===== src/design/skt_ram.sv =====
// Generic single write port, single read port RAM with registered read.
`timescale 1ns / 1ps

module skt_ram #(
  parameter int WIDTH = 8,
  parameter int DEPTH = 16
) (
  input  logic                     clk_i,
  input  logic                     we_i,
  input  logic [$clog2(DEPTH)-1:0] waddr_i,
  input  logic [WIDTH-1:0]         wdata_i,
  input  logic                     re_i,
  input  logic [$clog2(DEPTH)-1:0] raddr_i,
  output logic [WIDTH-1:0]         rdata_o
);

  logic [WIDTH-1:0] mem_q [DEPTH];
  logic [WIDTH-1:0] rdata_q;

  always_ff @(posedge clk_i) begin
    if (we_i) begin
      mem_q[waddr_i] <= wdata_i;
    end
    if (re_i) begin
      rdata_q <= mem_q[raddr_i];
    end
  end

  assign rdata_o = rdata_q;

endmodule


===== config.mk =====
export PLATFORM = sky130hd
export DESIGN_NAME = skt_ram
export DESIGN_NICKNAME = d
export VERILOG_FILES = /design/src/design/skt_ram.sv
export SDC_FILE = /design/constraint.sdc
export NUM_CORES = 1
export LEC_CHECK = 0
export ABC_AREA = 1
export BUFFER_PORTS_ARGS = -buffer_cell sky130_fd_sc_hd__clkbuf_2
export CAP_MARGIN = 40
export CORE_UTILIZATION = 41
export CTS_CLUSTER_SIZE = 12
export DETAILED_ROUTE_END_ITERATION = 10
export PLACE_DENSITY_LB_ADDON = 0.25
export SYNTH_ARGS = -nofsm -noshare
export SYNTH_HDL_FRONTEND = slang
export SYNTH_SLANG_ARGS = --single-unit

===== constraint.sdc =====
create_clock -name clk_i -period 2.68 [get_ports clk_i]
set_input_delay 0.804 -clock clk_i [delete_from_list [all_inputs] [get_ports clk_i]]
set_output_delay 0.804 -clock clk_i [all_outputs]
set_load 0.01 [all_outputs]

# Word level (Yosys, flattened, before mapping)
# Memory sizes are Yosys's and may differ from the RTL's. A register that Yosys moved wholly into a read port is not among the register bits.
# Index checks and enable logic that the tools add are counted.
word_totals:
  wordCells: 3
  mem_count: 1
  mem_bits_rw: 128
  register_bits: 0
  output_inout_bits: 8
  input_bits: 19
classes:
  mux: 2
mem_list:
  columns: ["memory", "words", "width", "rd", "rd_clocked_by_memory_dff", "write_ports", "line_no", "rtl"]
  rows:
  - ["mem_q", 16, 8, 1, 1, 1, "17", "logic [WIDTH-1:0] mem_q [DEPTH];"]
op_table:
  columns: ["operator", "n"]
  rows:
  - ["$mux W1", 2]

# Longest topological paths before layout
depth:
  ltp_word: 2
  ltp_mapped: 8
  depth_no_buf: 7

# Worst setup path after synthesis
# OpenSTA, ideal clock, no wires.
synth_timing:
  path_kind: "input -> register"
  startpoint: "input waddr_i[2]"
  endpoint: "memory mem_q[10][0], enable pin"
  arrival_ps: 1385
  n_path_buf: 0
  required_ps: 2310
  setup_time_ps: 370
  slack_ps: 925
  stages: 2
  cell_sequence: "nand3b_1 nor2_1"
synth_lines:
  columns: ["element", "line_no", "rtl"]
  rows:
  - ["from (decl)", "10", "input logic [$clog2(DEPTH)-1:0] waddr_i,"]
  - ["to (decl)", "17", null]
# Straight into the memory's write port.

==> qor.csv <==
stage,metric,value,unit
routing,routed_wl,13.54,mm
grt,grt_use_total,20.38,%
sta,worstMarginPinSlew,0.7900,ns
yosys,synthMuxAreaShare,0,%
grt,overflow,0,
yosys,yosys_warnings,0,
yosys,synth.area.top_cells,"edfxtp_1 70%, nand2_1 11%, nand3_1 8.3%, inv_1 6.4%, buf_6 1.2%",
sta,rsz0062_at_grt,no,
placement,dp_slack,0.3795,ns
sta,final-hold-violation-count,0,
yosys,yosys.area_share.simple,20.76,%
placement,port_buffers,26,
job,maxCapViolations,0,
worst_setup_path,worstSetupStartpointType,primary input,
finish,drive_gt1_share,11.73,%
grt,antenna_found_initial,0,
yosys,synth-adder-area-share,0,%
routing,drc_errors,0,
grt,grt_max_degree,59,
yosys,syn_area,5847,sq um
clock_tree,numClockSinks,136,
routing,wire_per_inst,17.43,microns
floorplanning,die_w,121.4,microns
floorplanning,dieHeight,121.4,microns
grt,grt_pass1_wl,21.06,mm
sta,setup_slack,0.8077,ns
finish,fill_cells,1296,
sta,drv_slew,0,
sta,min_period,1.872,ns
worst_setup_path,worstPathRequired,2.86,ns
min_path,min_path_type,flop to flop,
routing,vias,3795,
power,ir_drop,0.5339,mV
sta,clock_skew,0.005366,ns
yosys,synth_top_area_share,69.85,%
clock_tree,cts_resized,0,
clock_tree,tritoncts,done,
clock_tree,cts_setup_buffers,0,
yosys,ys_ff_latch,136,
placement,gp_routability_congestion,0.7798,
yosys,yosysMostFrequentCell,nand2_1,
yosys,synth_common_cells,"173 x nand2_1, 136 x edfxtp_1, 100 x inv_1",
yosys,async_flop_share,0,%
sta,fin_setup_tns,0,ns
clock_tree,cts_root_buf,clkbuf_16,
floorplanning,core,13880,sq um
routing,viasPerCell,4.884,
worst_setup_path,worstSetupPathType,primary input to flop,
worst_setup_path,cp_data_arrival_time,2.05,ns
yosys,avgSynthCellArea,10.61,sq um
finish,area_delta_synth_final,16.22,%
yosys,ys_seq_area_share,69.85,%
clock_tree,h-tree-depth,4,
outcome,status,"complete, no violations",
power,p_per_area,777.8,nW/um^2
sta,fin_crit_sh,69.86,%
yosys,synth_compound_area_share,0,%
routing,drt-pass1-iter-count,5,
sta,max_freq,0.5341,GHz
finish,diodes,0,
clock_tree,cts_made_buffers,17,
finish,stdcell_area,6795,sq um
clock_tree,clk_latency,0.42,ns
placement,dp.final_hpwl,8.403,mm
yosys,netlist_instances,551,
clock_tree,hold_buffers,0,
sta,setup_violations,0,
yosys,synth_cell_types,11,
clock_tree,clockBufferDepth,2,
yosys,synth_edf_count,136,
yosys,yosys.area.top_type,edfxtp_1,
sta,relSlewSlack,47.14,%
finish,seqCellArea,4084,sq um
finish,nets,603,
yosys,synth_fp_nets,570,
clock_tree,clk_pin_slew,0.06,ns
floorplanning,std_cell_rows,43,
finish,multi_input_area,1214,sq um
routing,ant_nets,0,
yosys,synth_xor_area_share,0,%
yosys,synth_top_family_by_area,simple AND/OR/NAND/NOR gates,
floorplanning,ios,27,
placement,dpl_cell_area,6138,sq um
worst_setup_path,worstSetupEndpointType,flop,
grt,grt_pass1_vias,3732,
routing,drt_iter0_drc,352,
worst_setup_path,path_max_fanout,17,
floorplanning,start_util,42.12,%
yosys,synth_flop_cell,edfxtp_1,
floorplanning,dieArea,14740,sq um
power,p_leak,2.920,nW
## flip-flops by register name, summed over array words and instances (netlist names)
name     cells
rdata_o      8
mem_q      128
## power by group
part | total (mW) | switching [mW] | internal, mW
clock network | 2.58 | 0.856 | 1.73
registers | 2.41 | 0.0157 | 2.40
logic | 0.287 | 0.208 | 0.0785
## worst max-delay path, cell delays in order
cell and delay, ns:
clkbuf_2 0.27, inv_1 0.52, nand3_1 0.22, nand3_1 0.15, nand2_1 0.06
## per-layer routing
metal  routed length [microns]  vias up  track usage [%]
met4                       298        0            9.645
met5                         0        -                0
met2                      6542      124            32.24
li1                          -     1850                -
met1                      6013     1804            26.67
met3                       688       17            4.370
## layout by cell type, fill, tap and decap left out, drive strengths merged
master    instances
clkinv            7
nand2           173
buf              12
clkinvlp          2
inv             102
edfxtp          136
bufinv            6
nor2             17
clkbuf           43
nand3            97
nand3b            2
## logic make-up (layout without fill, tap and decap cells)
logic type | Yosys count | in the layout
simple gates | 289 | 289
flops | 136 | 136
buf+inv | 126 | 172
## worst paths after layout
| check | cells past startpoint | endpoint | start | slack (ns) |
|---|---|---|---|---|
| setup / recovery | 5 | rdata_o[6] | raddr_i[2] | 0.81 |
| hold / removal | 6 | rdata_o[1] | mem_q[12][1] | 0.74 |
| setup reg to reg | 6 | rdata_o[7] | mem_q[3][7] | 1.51 |
| hold reg to reg | 6 | rdata_o[1] | mem_q[12][1] | 0.74 |
## cell type report
type,count,area share [%]
clock buffers,17,6.260
clock inverters,15,3.406
inverters,102,5.634
multi-input cells,289,17.86
flip-flops and latches,136,60.10
well taps,180,3.314
repair buffers,38,3.425
## through the flow
stage,utilization [%],std cells,hold WS (ns),power [mW]
detailed placement,44.22,745,0.7294,2.746
finish,48.95,777,0.7376,5.285
CTS,48.95,777,0.7460,5.323
floorplan,-,551,0.6829,2.625
global placement,44.22,745,0.7217,2.743
global route,48.95,777,0.7784,5.428
Power figures use the tool's default switching activity.
